## config.mk

```make
export PLATFORM = sky130hd
export DESIGN_NAME = etc2_rgb_block_decoder_flat
export DESIGN_NICKNAME = d
export VERILOG_FILES = /design/src/sv/etc2_pkg.sv /design/src/sv/etc2_if.sv /design/src/sv/etc2_front.sv /design/src/sv/etc2_queue.sv /design/src/sv/etc2_back.sv /design/src/sv/etc2_rgb_block_decoder.sv /design/src/flat_wrapper.sv
export SDC_FILE = /design/constraint.sdc
export NUM_CORES = 1
export LEC_CHECK = 0
export BUFFER_PORTS_ARGS = -buffer_cell sky130_fd_sc_hd__buf_2
export CORE_UTILIZATION = 40
export DETAILED_ROUTE_END_ITERATION = 7
export PLACE_DENSITY = 0.54
export SYNTH_ARGS = -nofsm -noshare
export SYNTH_HDL_FRONTEND = slang
export SYNTH_HIERARCHICAL = 1
export SYNTH_SLANG_ARGS = --single-unit
```

## constraint.sdc

```tcl
create_clock -name clock -period 16.9 [get_ports clock]
set_input_delay 3.38 -clock clock [delete_from_list [all_inputs] [get_ports clock]]
set_output_delay 3.38 -clock clock [all_outputs]
set_load 0.05 [all_outputs]
```

## src/sv/etc2_pkg.sv

```systemverilog
package etc2_pkg;

   localparam int BlockWidth = 64;
   localparam int ChanWidth  = 8;
   localparam int QueueDepthDefault = 2;

   typedef enum logic [2:0] {
      MODE_INDIV,
      MODE_DIFF,
      MODE_T,
      MODE_H,
      MODE_PLANAR
   } mode_type;

   // classified block handed from front to back
   typedef struct packed {
      mode_type               mode;
      logic                   transp;
      logic                   flip;
      logic [2:0][1:0][7:0]   base;     // [chan][half] for indiv/diff/t/h
      logic [2:0]             tsel0;
      logic [2:0]             tsel1;
      logic [6:0]             tdist;
      logic [2:0][7:0]        po;       // planar origin
      logic [2:0][7:0]        ph;
      logic [2:0][7:0]        pv;
      logic [31:0]            idx;      // msb plane then lsb plane
   } job_type;

   function automatic logic [7:0] mod_small(input logic [2:0] t);
      unique case (t)
         3'd0: return 8'd2;
         3'd1: return 8'd5;
         3'd2: return 8'd9;
         3'd3: return 8'd13;
         3'd4: return 8'd18;
         3'd5: return 8'd24;
         3'd6: return 8'd33;
         default: return 8'd47;
      endcase
   endfunction

   function automatic logic [7:0] mod_large(input logic [2:0] t);
      unique case (t)
         3'd0: return 8'd8;
         3'd1: return 8'd17;
         3'd2: return 8'd29;
         3'd3: return 8'd42;
         3'd4: return 8'd60;
         3'd5: return 8'd80;
         3'd6: return 8'd106;
         default: return 8'd183;
      endcase
   endfunction

   function automatic logic [6:0] dist_val(input logic [2:0] t);
      unique case (t)
         3'd0: return 7'd3;
         3'd1: return 7'd6;
         3'd2: return 7'd11;
         3'd3: return 7'd16;
         3'd4: return 7'd23;
         3'd5: return 7'd32;
         3'd6: return 7'd41;
         default: return 7'd64;
      endcase
   endfunction

   function automatic logic [7:0] sat8(input logic signed [11:0] v);
      if (v < 0) return 8'd0;
      if (v > 12'sd255) return 8'd255;
      return v[7:0];
   endfunction

endpackage

```

## src/sv/etc2_if.sv

```systemverilog
interface etc2_block_if;
   logic        valid;
   logic        ready;
   logic [63:0] block;
   modport source (output valid, output block, input ready);
   modport sink (input valid, input block, output ready);
endinterface

interface etc2_texel_if;
   logic       valid;
   logic       ready;
   logic [1:0] texel_x;
   logic [1:0] texel_y;
   logic [7:0] red;
   logic [7:0] green;
   logic [7:0] blue;
   logic [7:0] alpha;
   logic       last;
   modport source (output valid, output texel_x, output texel_y, output red, output green,
                   output blue, output alpha, output last, input ready);
   modport sink (input valid, input texel_x, input texel_y, input red, input green,
                 input blue, input alpha, input last, output ready);
endinterface

interface etc2_csr_if;
   logic valid;
   logic ready;
   logic data;
   modport source (output valid, output data, input ready);
   modport sink (input valid, input data, output ready);
endinterface

```

## src/sv/etc2_front.sv

```systemverilog
module etc2_front (
   input  logic             punch_through,
   input  logic [63:0]      block,
   output etc2_pkg::job_type job
);
   import etc2_pkg::*;

   logic [7:0][7:0] bt;
   logic signed [5:0] rs, gs, bs;
   logic dbit, diff;
   logic [3:0] r1, g1, b1, r2, g2, b2;
   logic [3:0] c1r, c1g, c1b, c2r, c2g, c2b;
   logic [4:0] er, eg, eb;
   logic [6:0] ogr, hgr, vgr;
   logic [5:0] orr, obb, hr, hb, vr, vb;

   function automatic logic [7:0] e4(input logic [3:0] v);
      return {v, v};
   endfunction
   function automatic logic [7:0] e5(input logic [4:0] v);
      return {v, v[4:2]};
   endfunction
   function automatic logic [7:0] e6(input logic [5:0] v);
      return {v, v[5:4]};
   endfunction
   function automatic logic [7:0] e7(input logic [6:0] v);
      return {v, v[6]};
   endfunction

   always_comb begin
      for (int i = 0; i < 8; i++) bt[i] = block[63 - 8*i -: 8];
      dbit = bt[3][1];
      diff = punch_through | dbit;
      rs = $signed({1'b0, bt[0][7:3]}) + $signed({{3{bt[0][2]}}, bt[0][2:0]});
      gs = $signed({1'b0, bt[1][7:3]}) + $signed({{3{bt[1][2]}}, bt[1][2:0]});
      bs = $signed({1'b0, bt[2][7:3]}) + $signed({{3{bt[2][2]}}, bt[2][2:0]});
      er = rs[4:0];
      eg = gs[4:0];
      eb = bs[4:0];
      // t mode colors
      c1r = {bt[0][4:3], bt[0][1:0]};
      c1g = bt[1][7:4];
      c1b = bt[1][3:0];
      c2r = bt[2][7:4];
      c2g = bt[2][3:0];
      c2b = bt[3][7:4];
      // h mode colors
      r1 = bt[0][6:3];
      g1 = {bt[0][2:0], bt[1][4]};
      b1 = {bt[1][3], bt[1][1:0], bt[2][7]};
      r2 = bt[2][6:3];
      g2 = {bt[2][2:0], bt[3][7]};
      b2 = bt[3][6:3];
      // planar
      orr = bt[0][6:1];
      ogr = {bt[0][0], bt[1][6:1]};
      obb = {bt[1][0], bt[2][4:3], bt[2][1:0], bt[3][7]};
      hr  = {bt[3][6:2], bt[3][0]};
      hgr = bt[4][7:1];
      hb  = {bt[4][0], bt[5][7:3]};
      vr  = {bt[5][2:0], bt[6][7:5]};
      vgr = {bt[6][4:0], bt[7][7:6]};
      vb  = bt[7][5:0];

      job = '0;
      job.flip   = bt[3][0];
      job.tsel0  = bt[3][7:5];
      job.tsel1  = bt[3][4:2];
      job.transp = punch_through & ~dbit;
      job.idx    = {bt[4], bt[5], bt[6], bt[7]};
      job.po     = {e6(obb), e7(ogr), e6(orr)};
      job.ph     = {e6(hb), e7(hgr), e6(hr)};
      job.pv     = {e6(vb), e7(vgr), e6(vr)};
      priority if (!diff) begin
         job.mode = MODE_INDIV;
         for (int c = 0; c < 3; c++) begin
            job.base[c][0] = e4(bt[c][7:4]);
            job.base[c][1] = e4(bt[c][3:0]);
         end
      end else if (rs < 0 || rs > 31) begin
         job.mode = MODE_T;
         job.tdist = dist_val({bt[3][3:2], bt[3][0]});
         job.base[0] = {e4(c2r), e4(c1r)};
         job.base[1] = {e4(c2g), e4(c1g)};
         job.base[2] = {e4(c2b), e4(c1b)};
      end else if (gs < 0 || gs > 31) begin
         job.mode = MODE_H;
         job.tdist = dist_val({bt[3][2], bt[3][0], ({r1, g1, b1} >= {r2, g2, b2})});
         job.base[0] = {e4(r2), e4(r1)};
         job.base[1] = {e4(g2), e4(g1)};
         job.base[2] = {e4(b2), e4(b1)};
      end else if (bs < 0 || bs > 31) begin
         job.mode = MODE_PLANAR;
         job.transp = 1'b0;
      end else begin
         job.mode = MODE_DIFF;
         job.base[0] = {e5(er), e5(bt[0][7:3])};
         job.base[1] = {e5(eg), e5(bt[1][7:3])};
         job.base[2] = {e5(eb), e5(bt[2][7:3])};
      end
   end
endmodule

```

## src/sv/etc2_queue.sv

```systemverilog
module etc2_queue #(
   parameter int Depth = etc2_pkg::QueueDepthDefault
) (
   input  logic              clock,
   input  logic              reset,
   input  logic              push,
   input  etc2_pkg::job_type push_data,
   output logic              full,
   input  logic              pop,
   output etc2_pkg::job_type pop_data,
   output logic              empty
);
   import etc2_pkg::*;

   localparam int PtrW = (Depth > 1) ? $clog2(Depth) : 1;

   job_type          mem_ff [Depth];
   logic [PtrW-1:0]  wr_ff, wr_in, rd_ff, rd_in;
   logic [PtrW:0]    cnt_ff, cnt_in;

   function automatic logic [PtrW-1:0] bump(input logic [PtrW-1:0] p);
      return (p == PtrW'(Depth - 1)) ? '0 : p + 1'b1;
   endfunction

   assign full     = (cnt_ff == (PtrW+1)'(Depth));
   assign empty    = (cnt_ff == '0);
   assign pop_data = mem_ff[rd_ff];

   always_comb begin
      wr_in  = push ? bump(wr_ff) : wr_ff;
      rd_in  = pop ? bump(rd_ff) : rd_ff;
      cnt_in = cnt_ff + (PtrW+1)'(push) - (PtrW+1)'(pop);
   end

   always_ff @(posedge clock) begin
      if (reset) begin
         wr_ff  <= '0;
         rd_ff  <= '0;
         cnt_ff <= '0;
      end else begin
         wr_ff  <= wr_in;
         rd_ff  <= rd_in;
         cnt_ff <= cnt_in;
      end
      if (push) mem_ff[wr_ff] <= push_data;
   end
endmodule

```

## src/sv/etc2_back.sv

```systemverilog
module etc2_back (
   input  logic              clock,
   input  logic              reset,
   input  logic              job_valid,
   input  etc2_pkg::job_type job,
   output logic              job_pop,
   etc2_texel_if.source      rsp
);
   import etc2_pkg::*;

   logic [3:0]  k_ff, k_in;
   logic        ov_ff, ov_in;
   logic [1:0]  ox_ff, oy_ff;
   logic [7:0]  or_ff, og_ff, ob_ff, oa_ff;
   logic        ol_ff;
   logic        adv;
   logic [1:0]  x, y, ix;
   logic [3:0]  bit_sel;
   logic        s;
   logic [2:0]  ts;
   logic signed [11:0] m;
   logic [2:0][7:0] col;
   logic [7:0]  alpha;

   assign x = k_ff[1:0];
   assign y = k_ff[3:2];
   assign adv = job_valid && (!ov_ff || rsp.ready);
   assign job_pop = adv && (k_ff == 4'd15);

   always_comb begin
      logic signed [11:0] sum;
      logic signed [11:0] dx, dy;
      sum = '0;
      dx  = '0;
      dy  = '0;
      bit_sel = {x, y};
      ix = {job.idx[{1'b1, bit_sel}], job.idx[{1'b0, bit_sel}]};
      s  = job.flip ? y[1] : x[1];
      ts = s ? job.tsel1 : job.tsel0;
      alpha = 8'd255;
      m = '0;
      col = '0;
      unique case (job.mode)
         MODE_INDIV, MODE_DIFF: begin
            unique case (ix)
               2'd0: m = job.transp ? 12'sd0 : $signed({4'd0, mod_small(ts)});
               2'd1: m = $signed({4'd0, mod_large(ts)});
               2'd2: m = -$signed({4'd0, mod_small(ts)});
               default: m = -$signed({4'd0, mod_large(ts)});
            endcase
            for (int c = 0; c < 3; c++)
               col[c] = sat8($signed({4'd0, job.base[c][s]}) + m);
         end
         MODE_T: begin
            for (int c = 0; c < 3; c++) begin
               unique case (ix)
                  2'd0: sum = $signed({4'd0, job.base[c][0]});
                  2'd1: sum = $signed({4'd0, job.base[c][1]}) + $signed({5'd0, job.tdist});
                  2'd2: sum = $signed({4'd0, job.base[c][1]});
                  default: sum = $signed({4'd0, job.base[c][1]}) - $signed({5'd0, job.tdist});
               endcase
               col[c] = sat8(sum);
            end
         end
         MODE_H: begin
            for (int c = 0; c < 3; c++) begin
               sum = $signed({4'd0, job.base[c][ix[1]]});
               sum = ix[0] ? sum - $signed({5'd0, job.tdist})
                           : sum + $signed({5'd0, job.tdist});
               col[c] = sat8(sum);
            end
         end
         default: begin
            for (int c = 0; c < 3; c++) begin
               dx = $signed({4'd0, job.ph[c]}) - $signed({4'd0, job.po[c]});
               dy = $signed({4'd0, job.pv[c]}) - $signed({4'd0, job.po[c]});
               sum = $signed({10'd0, x}) * dx + $signed({10'd0, y}) * dy
                     + $signed({2'd0, job.po[c], 2'b10});
               col[c] = sat8(sum >>> 2);
            end
         end
      endcase
      if (job.transp && ix == 2'd2 && job.mode != MODE_PLANAR) begin
         col = '0;
         alpha = 8'd0;
      end
      k_in  = adv ? k_ff + 1'b1 : k_ff;
      ov_in = adv ? 1'b1 : (rsp.ready ? 1'b0 : ov_ff);
   end

   always_ff @(posedge clock) begin
      if (reset) begin
         k_ff  <= '0;
         ov_ff <= 1'b0;
      end else begin
         k_ff  <= k_in;
         ov_ff <= ov_in;
      end
      if (adv) begin
         ox_ff <= x;
         oy_ff <= y;
         or_ff <= col[0];
         og_ff <= col[1];
         ob_ff <= col[2];
         oa_ff <= alpha;
         ol_ff <= (k_ff == 4'd15);
      end
   end

   assign rsp.valid   = ov_ff;
   assign rsp.texel_x = ox_ff;
   assign rsp.texel_y = oy_ff;
   assign rsp.red     = or_ff;
   assign rsp.green   = og_ff;
   assign rsp.blue    = ob_ff;
   assign rsp.alpha   = oa_ff;
   assign rsp.last    = ol_ff;
endmodule

```

## src/sv/etc2_rgb_block_decoder.sv

```systemverilog
// etc2 rgb8 block decoder with optional punch-through one-bit alpha
// req: one 64-bit compressed block per item, byte 0 in bits 63..56
// rsp: sixteen texel items per block, row-major (y outer, x inner), rgba8,
//   last set on the sixteenth texel
// csr: one-bit punch_through write; always ready, write only while idle
// the front classifies a block in the accept cycle (mode, base colors,
//   modifiers) and pushes it into a two-entry job queue
// the back walks sixteen texels of the head job, one per cycle while rsp
//   is not stalled, into a registered output stage
// with the back idle, an accepted block is first written into the queue,
//   then its first texel is registered into the output stage for rsp
// the output channel carries one texel per cycle while rsp is not stalled;
//   the queue lets the next block be accepted while the current one is
//   still being emitted
// reset clears the queue, the texel counter, the output valid and the
//   punch_through bit
// a stalled rsp holds its item; the back stops and the queue fills, then
//   req.ready drops
module etc2_rgb_block_decoder #(
   parameter int QueueDepth = etc2_pkg::QueueDepthDefault
) (
   input  logic         clock,
   input  logic         reset,
   etc2_block_if.sink   req,
   etc2_texel_if.source rsp,
   etc2_csr_if.sink     csr
);
   import etc2_pkg::*;

   logic    pt_ff;
   job_type front_job, head_job;
   logic    q_full, q_empty, q_pop;

   // config register
   assign csr.ready = 1'b1;
   always_ff @(posedge clock) begin
      if (reset) pt_ff <= 1'b0;
      else if (csr.valid) pt_ff <= csr.data;
   end

   etc2_front u_front (
      .punch_through (pt_ff),
      .block         (req.block),
      .job           (front_job)
   );

   assign req.ready = !q_full;

   etc2_queue #(.Depth(QueueDepth)) u_queue (
      .clock     (clock),
      .reset     (reset),
      .push      (req.valid && !q_full),
      .push_data (front_job),
      .full      (q_full),
      .pop       (q_pop),
      .pop_data  (head_job),
      .empty     (q_empty)
   );

   etc2_back u_back (
      .clock     (clock),
      .reset     (reset),
      .job_valid (!q_empty),
      .job       (head_job),
      .job_pop   (q_pop),
      .rsp       (rsp)
   );
endmodule
```

## src/flat_wrapper.sv

```systemverilog
// flat-port wrapper written by rule: the top's interface ports become plain ports
module etc2_rgb_block_decoder_flat import etc2_pkg::*;
#(
   parameter int QueueDepth = etc2_pkg::QueueDepthDefault
)
  (clock, reset, req_valid, req_block, req_ready, rsp_valid, rsp_texel_x, rsp_texel_y, rsp_red, rsp_green, rsp_blue, rsp_alpha, rsp_last, rsp_ready, csr_valid, csr_data, csr_ready);
  etc2_block_if req_i ();
  etc2_texel_if rsp_i ();
  etc2_csr_if csr_i ();
  input  logic clock;
  input  logic reset;
  input wire logic [$bits(req_i.valid)-1:0] req_valid;
  input wire logic [$bits(req_i.block)-1:0] req_block;
  output wire logic [$bits(req_i.ready)-1:0] req_ready;
  output wire logic [$bits(rsp_i.valid)-1:0] rsp_valid;
  output wire logic [$bits(rsp_i.texel_x)-1:0] rsp_texel_x;
  output wire logic [$bits(rsp_i.texel_y)-1:0] rsp_texel_y;
  output wire logic [$bits(rsp_i.red)-1:0] rsp_red;
  output wire logic [$bits(rsp_i.green)-1:0] rsp_green;
  output wire logic [$bits(rsp_i.blue)-1:0] rsp_blue;
  output wire logic [$bits(rsp_i.alpha)-1:0] rsp_alpha;
  output wire logic [$bits(rsp_i.last)-1:0] rsp_last;
  input wire logic [$bits(rsp_i.ready)-1:0] rsp_ready;
  input wire logic [$bits(csr_i.valid)-1:0] csr_valid;
  input wire logic [$bits(csr_i.data)-1:0] csr_data;
  output wire logic [$bits(csr_i.ready)-1:0] csr_ready;
  assign req_i.valid = req_valid;
  assign req_i.block = req_block;
  assign req_ready = req_i.ready;
  assign rsp_valid = rsp_i.valid;
  assign rsp_texel_x = rsp_i.texel_x;
  assign rsp_texel_y = rsp_i.texel_y;
  assign rsp_red = rsp_i.red;
  assign rsp_green = rsp_i.green;
  assign rsp_blue = rsp_i.blue;
  assign rsp_alpha = rsp_i.alpha;
  assign rsp_last = rsp_i.last;
  assign rsp_i.ready = rsp_ready;
  assign csr_i.valid = csr_valid;
  assign csr_i.data = csr_data;
  assign csr_ready = csr_i.ready;
  etc2_rgb_block_decoder #(.QueueDepth(QueueDepth)) u_core (.clock(clock), .reset(reset), .req(req_i), .rsp(rsp_i), .csr(csr_i));
endmodule
```

==> summary.md, run 1 <==
| Metric | Value |
|---|---|
| Mapped Avg Cell Area | 10.86 um^2 |
| Ys async rst share | 0% |
| PortBufs | 108 |
| Initial antenna violation count | 1 |
| Drt first pass iters | 5 |
| Starting DRT DRC Count | 1,765 |
| Clock skew | 0.01706 ns |
| CP required | 17.15 ns |
| Fraction of layout cells with a size suffix above 1 | 15.85% |
| Leak Pwr | 13.75 nW |
| Sequential share of the synthesized area | 36.98% |
| Die span in x | 278.8 um |
| Nets | 3,242 |
| Clk_lat worst skew | 0.56 ns |
| CP delay by family, top | compound AO/OA/AOI/OAI gates |
| Yosys warns | 6 |
| Clock-pin slew on the worst setup and hold paths | 0.06 ns |
| Ports | 110 |
| CP Cell Sequence | buf_4 -> mux2_4 -> ha_1 -> o21ai_0 -> nand2b_1 -> xor2_1 -> and2_1 -> ha_1 -> fa_1 -> fa_1 -> inv_1 -> fa_1 -> inv_1 -> ha_1 -> a21oi_1 -> o21bai_1 -> a2111oi_0 -> o31ai_1 -> xnor2_1 -> and2_1 -> o21a_1 -> a311oi_1 -> a21oi_1 |
| Fmax achieved | 0.1196 GHz |
| Top-area cell type share of the netlist area | 36.26% |
| CTS max path bufs | 3 |
| Switch share | 38.69% |
| Syn Inst Count | 2,821 |
| Root Driver | clkbuf_16 |
| Tcrit/Tclk final | 49.48% |
| Core Area | 75,820 um^2 |
| Buf+Inv Stages, Crit Path | 3 |
| Worst-path fanout max | 50 |
| Post-synth design cell area | 30,640 um^2 |
| GRT Util Overall | 20.92% |
| Die Ht | 278.8 um |
| CTS Buf Count | 41 |
| Row count | 101 |
| Post-synth cell types | 97 |
| Syn_nets | 3,282 |
| FF+latch count, synth | 381 |
| Post-Route WL | 81,650 um |
| Combinational Power Share | 44.7% |
| Max-cap violations | 0 |
| # H-tree levels | 2 |
| Resized Gates After CTS | 0 |
| Hold Crit Class | reg -> reg |
| Routed Antenna Nets | 0 |
| Critical Path Start Type | flop |
| Primary FF master, synth | edfxtp_1 |
| Via density | 5.437 |
| Area leader, netlist | edfxtp_1 |
| WP data arrival | 8.61 ns |
| Unrepaired setup endpoints after global routing | false |
| Slowest cell on the critical path | dfxtp_4 |
| Area growth syn-to-layout | 6.362% |
| Peak supply drop | 0.07059 mV |
| Initial Util | 40.41% |
| Post-synth EDFFs | 370 |
| Clk sinks | 381 |
| Synth area leaders | edfxtp_1 (36%), ha_1 (12%), fa_1 (6.7%) |
| Crit path time final | 8.363 ns |
| Net switching power figure | 1.481 mW |
| Tot Pwr | 3.828 mW |
| Critical Path Sink Type | flop |
| Final Max Tran Viols | 0 |
| Clk pwr share | 23.8% |
| Count leader, synth | edfxtp_1 |
| TritonCTS clock tree | yes |
| CTS Hold Buffers Added | 0 |
| Final hold vios | 0 |
| CP Class | reg -> reg |
| Vias | 20,617 |
| Vias in the first global route | 20,459 |
| DRC | 0 |
| Flop pwr share | 31.5% |
| Die Area | 77,710 um^2 |
| Largest stage delay, worst path | 0.88 ns |
| GPL Wtd Cong | 0.9510 |
| Largest net degree at the start of global routing | 70 |
| Endpoints failing setup | 0 |
| Number of post-CTS setup repair buffers | 0 |
| Cell internal pwr | 2.347 mW |
| Slew headroom | 24.67% |
| Final HPWL DP | 62,480 um |
| Worst slew pin tran | 1.129 ns |
| Worst Hold Margin | 0.5118 ns |
| Status | finished, final reports clean |
| Routed WL per cell | 21.53 um |
| Setup TNS | 0 ns |
| First-pass GRT wire length | 124,000 um |
| PD cells | 117.5 nW/um^2 |
| Gr ovfl total | 0 |
| Most frequent cells after synthesis | edfxtp_1 (370), ha_1 (289), inv_1 (269), a21oi_1 (164), nand2_1 (162) |
==> area by class of cell <==
class                      instances  area, um^2
antenna                            1       2.502
clock buffer                      55        1131
clock inverter                    20       230.2
fill                            7134       43230
inverter                         271        1017
multi-input combinational       1954       16930
sequential                       381       11330
tap                              978        1224
timing repair buffer             132       720.7
==> power groups by stage <==
stage,registers (mW),logic [mW],clock network (mW)
after floorplan,1.31,1.18,0
after detailed placement,1.23,1.69,0
after global placement,1.22,1.67,0
after global routing,1.21,1.88,0.971
final,1.21,1.71,0.913
after CTS,1.21,1.70,0.937
==> state kept, by name, indices dropped and copies added (netlist names), 2 cells and up, named ones only <==
name	flops
u_core/u_back/k_ff	4
u_core/u_back/rsp.blue	8
u_core/u_back/rsp.green	8
u_core/u_back/rsp.red	8
u_core/u_back/rsp.texel_x	2
u_core/u_back/rsp.texel_y	2
u_core/u_queue/cnt_ff	2
u_core/u_queue/mem_ff	340
==> kinds of logic after synthesis <==
logic type	after synthesis	share of synthesized area, %
other	1	0.01224
AOI/OAI and AO/OA	614	13.13
xor gates and xnor gates	140	4.047
muxes	231	9.951
adders and majority gates	391	18.47
DFF	381	36.98
and+or+nand+nor	577	9.482
buffers and inverters	486	7.934
==> stage by stage <==
step	instance area, um^2	std cells	utilization (%)	setup slack, ns
floorplan	30640	2821	-	5.062
global placement	31230	3716	41.18	8.670
detailed placement	31230	3716	41.18	8.640
CTS	32590	3791	42.98	8.603
global route	32590	3791	42.98	8.298
finish	32590	3792	42.98	8.537
==> final timing paths <==
path | start | end | slack (ns) | cells past startpoint
max | flop | u_core/u_back/rsp.red[3] | 8.54 | 23
min | u_core/u_back/rsp.valid | u_core/u_back/rsp.valid | 0.51 | 2
max reg2reg | flop | u_core/u_back/rsp.red[3] | 8.54 | 23
min reg2reg | u_core/u_back/rsp.valid | u_core/u_back/rsp.valid | 0.51 | 2
==> worst reg2reg max path, stage by stage (launching register included) <==
cell and delay, ns:
dfxtp_4 0.88, buf_4 0.84, mux2_4 0.40, ha_1 0.34
o21ai_0 0.11, nand2b_1 0.12, xor2_1 0.16, and2_1 0.16
ha_1 0.29, fa_1 0.48, fa_1 0.54, inv_1 0.05
fa_1 0.49, inv_1 0.04, ha_1 0.33, a21oi_1 0.25
o21bai_1 0.11, a2111oi_0 0.59, o31ai_1 0.19, xnor2_1 0.18
and2_1 0.26, o21a_1 0.22, a311oi_1 0.81, a21oi_1 0.20
==> per-layer routing <==
metal | vias to the layer above | track usage (%) | part of all wire, %
met3 | 99 | 2.719 | 5.1
met4 | 0 | 6.255 | 2.7
met5 | - | 0 | 0
met2 | 556 | 32.90 | 45
met1 | 10133 | 29.92 | 47
li1 | 9829 | - | -
==> cell usage in the layout (no fill, tap or decap), drive strengths merged, types with 11 or more instances in the layout <==
| cell type | synthesis | final |
|---|---|---|
| o21bai | 19 | 19 |
| nor3 | 43 | 43 |
| a21oi | 164 | 164 |
| fa | 102 | 102 |
| xor2 | 51 | 51 |
| and2 | 83 | 83 |
| a21o | 77 | 77 |
| a31oi | 31 | 31 |
| o21ai | 161 | 161 |
| o21a | 14 | 14 |
| a211oi | 18 | 18 |
| or2 | 11 | 11 |
| mux2i | 26 | 26 |
| nor2 | 122 | 122 |
| buf | 173 | 132 |
| nor2b | 50 | 50 |
| mux2 | 196 | 196 |
| nand2 | 162 | 162 |
| edfxtp | 370 | 370 |
| clkbuf | 42 | 55 |
| nand2b | 39 | 39 |
| o211ai | 14 | 14 |
| nand3 | 19 | 19 |
| xnor2 | 88 | 88 |
| clkinv | 0 | 12 |
| ha | 289 | 289 |
| a221oi | 14 | 14 |
| dfxtp | 11 | 11 |
| inv | 271 | 274 |
No activity file was read; power rests on OpenSTA's default activity.
==> inputs of run 2 (changes only) <==
- PLACE_DENSITY: 0.54 -> 0.56
- clock period: 16.9 -> 6.89 ns (I/O delays scaled with it)
==> run 2 against run 1 <==
Worst setup slack got worse by 8.3 ns; final cell count increased by 1.5%; non-clock buffer count increased by 51; total power increased to 2.5 times the previous value; die area unchanged; clock power increased by 140%; sequential share of layout area decreased by 0.73 points; maximum frequency increased by 25%; final area increased by 2.1%; critical endpoint unchanged.
==> summary.md, run 2 (synthesis gave the netlist of run 1 again) <==
| Metric | Value |
|---|---|
| Status | finished, final reports clean |
| Clock-pin slew on the worst setup and hold paths | 0.06 ns (about the same) |
| PortBufs | 108 (unchanged) |
| Multi-input gate area | 17,100 um^2 (+0.99%) |
| Worst-path fanout max | 7 (-86%) |
| Final Max Tran Viols | 0 (unchanged) |
| # H-tree levels | 2 (unchanged) |
| Largest net degree at the start of global routing | 167 (+140%) |
| CTS max path bufs | 3 (unchanged) |
| Routed WL per cell | 21.96 um (+2.0%) |
| Setup TNS | 0 ns (unchanged) |
| Fraction of layout cells with a size suffix above 1 | 18.86% (+3.0 points) |
| Die span in x | 278.8 um (unchanged) |
| CP endpoint | u_core/u_back/rsp.red[3] |
| Vias | 20,910 (+1.4%) |
| Initial antenna violation count | 4 (+3) |
| Hold Crit Class | reg -> reg |
| Critical Path Start Type | flop |
| Largest Register | u_core/u_queue/mem_ff |
| Final hold vios | 0 (unchanged) |
| Drt first pass iters | 5 (unchanged) |
| Root Driver | clkbuf_16 |
| Nets | 3,296 (+1.7%) |
| Worst slew pin tran | 1.128 ns (-0.001283 ns) |
| Fmax achieved | 0.1495 GHz (+25%) |
| FF/Latch Area | 11,330 um^2 (unchanged) |
| Max-cap violations | 0 (unchanged) |
| Critical R2R Capture | u_core/u_back/rsp.red[3] |
| Clk sinks | 381 (unchanged) |
| Post-Route WL | 84,480 um (+3.5%) |
| Area growth syn-to-layout | 8.645% |
| PD cells | 289.6 nW/um^2 (+150%) |
| Leak Pwr | 14.05 nW (+2.2%) |
| Commonest cells after routing, fill and taps aside | edfxtp_1 (370), ha_1 (286), inv_1 (263) |
| Dpl cells | 3,759 (+1.2%) |
| DRC | 0 (unchanged) |
| Pre-CTS WS | -0.02557 ns (-8.666 ns) |
| Crit path time final | 6.689 ns (-1.673 ns) |
| CP required | 7.20 ns (-9.95 ns) |
| Slew headroom | 24.04% (-0.63 points) |
| Flop2flop setup slack | 0.20 ns (-8.34 ns) |
| R2R depth | 28 (+22%) |
| Tcrit/Tclk final | 97.09% (+48 points) |
| Final HPWL DP | 63,770 um (+2.1%) |
| Most common cell after layout, fill and taps aside | edfxtp_1 |
| GRT Util Overall | 21.35% (+0.43 points) |
| CTS Buf Count | 44 (+7.3%) |
| Final non-filler cell total | 3,847 (+1.5%) |
| Max reg flops | 340 (unchanged) |
| Fillers | 7,186 (+0.73%) |
| TritonCTS clock tree | yes |
| Die Ht | 278.8 um (unchanged) |
| CTS Hold Buffers Added | 0 (unchanged) |
| Largest stage delay, worst path | 0.54 ns (-0.34 ns) |
| Row count | 101 (unchanged) |
| WP data arrival | 7.00 ns (-1.61 ns) |
| Clock skew | 0.01376 ns (-0.003300 ns) |
| Ports | 110 (unchanged) |
| Vias in the first global route | 20,822 (+1.8%) |
| Gr ovfl total | 0 (unchanged) |
| Final worst slack | 0.2007 ns (-8.337 ns) |
| CP Class | reg -> reg |
| Endpoints failing setup | 0 (unchanged) |
| Unrepaired setup endpoints after global routing | false |
| Via density | 5.435 (about the same) |
| Die Area | 77,710 um^2 (unchanged) |
| ANT cells | 0 (-1) |
| First-pass GRT wire length | 126,500 um (+2.0%) |
| Slowest cell on the critical path | fa_1 |
| Routed Antenna Nets | 0 (unchanged) |
| GPL Wtd Cong | 0.9472 (-0.40%) |
| Starting DRT DRC Count | 1,690 (-4.2%) |
| Clk_lat worst skew | 0.58 ns (+0.02 ns) |
| Initial Util | 40.41% (unchanged) |
| Peak supply drop | 0.1570 mV (+120%) |
| Core Area | 75,820 um^2 (unchanged) |
| Critical Path Sink Type | flop |
==> run 2: how the worst min path moves through the flow <==
stage,startpoint,end,cells past startpoint
global route,u_core/u_back/rsp.valid,u_core/u_back/rsp.valid,2
finish,u_core/u_back/rsp.valid,u_core/u_back/rsp.valid,2
CTS,u_core/u_back/rsp.valid,u_core/u_back/rsp.valid,2
floorplan,u_core/u_back/k_ff[2],u_core/u_back/rsp.texel_y[0],0
detailed placement,u_core/u_back/rsp.valid,u_core/u_back/rsp.valid,2
global placement,u_core/u_back/rsp.valid,u_core/u_back/rsp.valid,2
==> run 2: routing by layer <==
metal | wire (um) | vias to the layer above | GRT usage, %
met2 | 38850 | 552 | 34.94
met1 | 39740 | 10284 | 30.00
met3 | 4089 | 110 | 2.552
met4 | 1762 | 6 | 5.170
met5 | 30 | - | 0
li1 | - | 9958 | -
==> run 2: final cells by class <==
type	count	share of cell area, %
Multi-Input combinational cell	1954	51.36
Sequential cell	381	34.05
Timing Repair Buffer	183	3.766
Tap cell	978	3.676
Clock buffer	56	3.597
Inverter	271	3.078
Clock inverter	24	0.4736
==> run 2: repair_timing <==
item / CTS / global route
pin swaps: 0 / 15
gates resized for setup: 2 / 58
setup buffers: 0 / 5
cloned: 0 / 3
endpoints found under the setup margin: 2 / 24
==> run 2: through the flow <==
stage | power [mW] | hold slack, ns | area (um^2) | util [%]
CTS | 9.611 | 0.5134 | 32970 | 43.49
finish | 9.641 | 0.5120 | 33290 | 43.90
floorplan | 6.090 | 0.4309 | 30640 | -
detailed placement | 7.358 | 0.5050 | 31610 | 41.69
global placement | 7.312 | 0.4930 | 31610 | 41.69
global route | 10.20 | 0.5583 | 33290 | 43.90
==> run 2: power breakdown <==
part / total (mW) / leakage (nW) / switching [mW] / internal [mW]
Sequential: 2.96 / 3.57 / 0.0781 / 2.88
Clock: 2.21 / 0.653 / 0.973 / 1.24
Combinational: 4.47 / 9.83 / 2.81 / 1.66
==> run 2: critical path: cells and delay by family, from the launching register on <==
kind	cells	cell delay (ns)
adder cells (fa/ha/maj)	6	2.36
AO/OA/AOI/OAI	10	1.69
XOR/XNOR	2	0.28
buffers and inverters	4	0.39
flip-flops	1	0.42
AND/OR/NAND/NOR	5	0.90
multiplexers	1	0.35
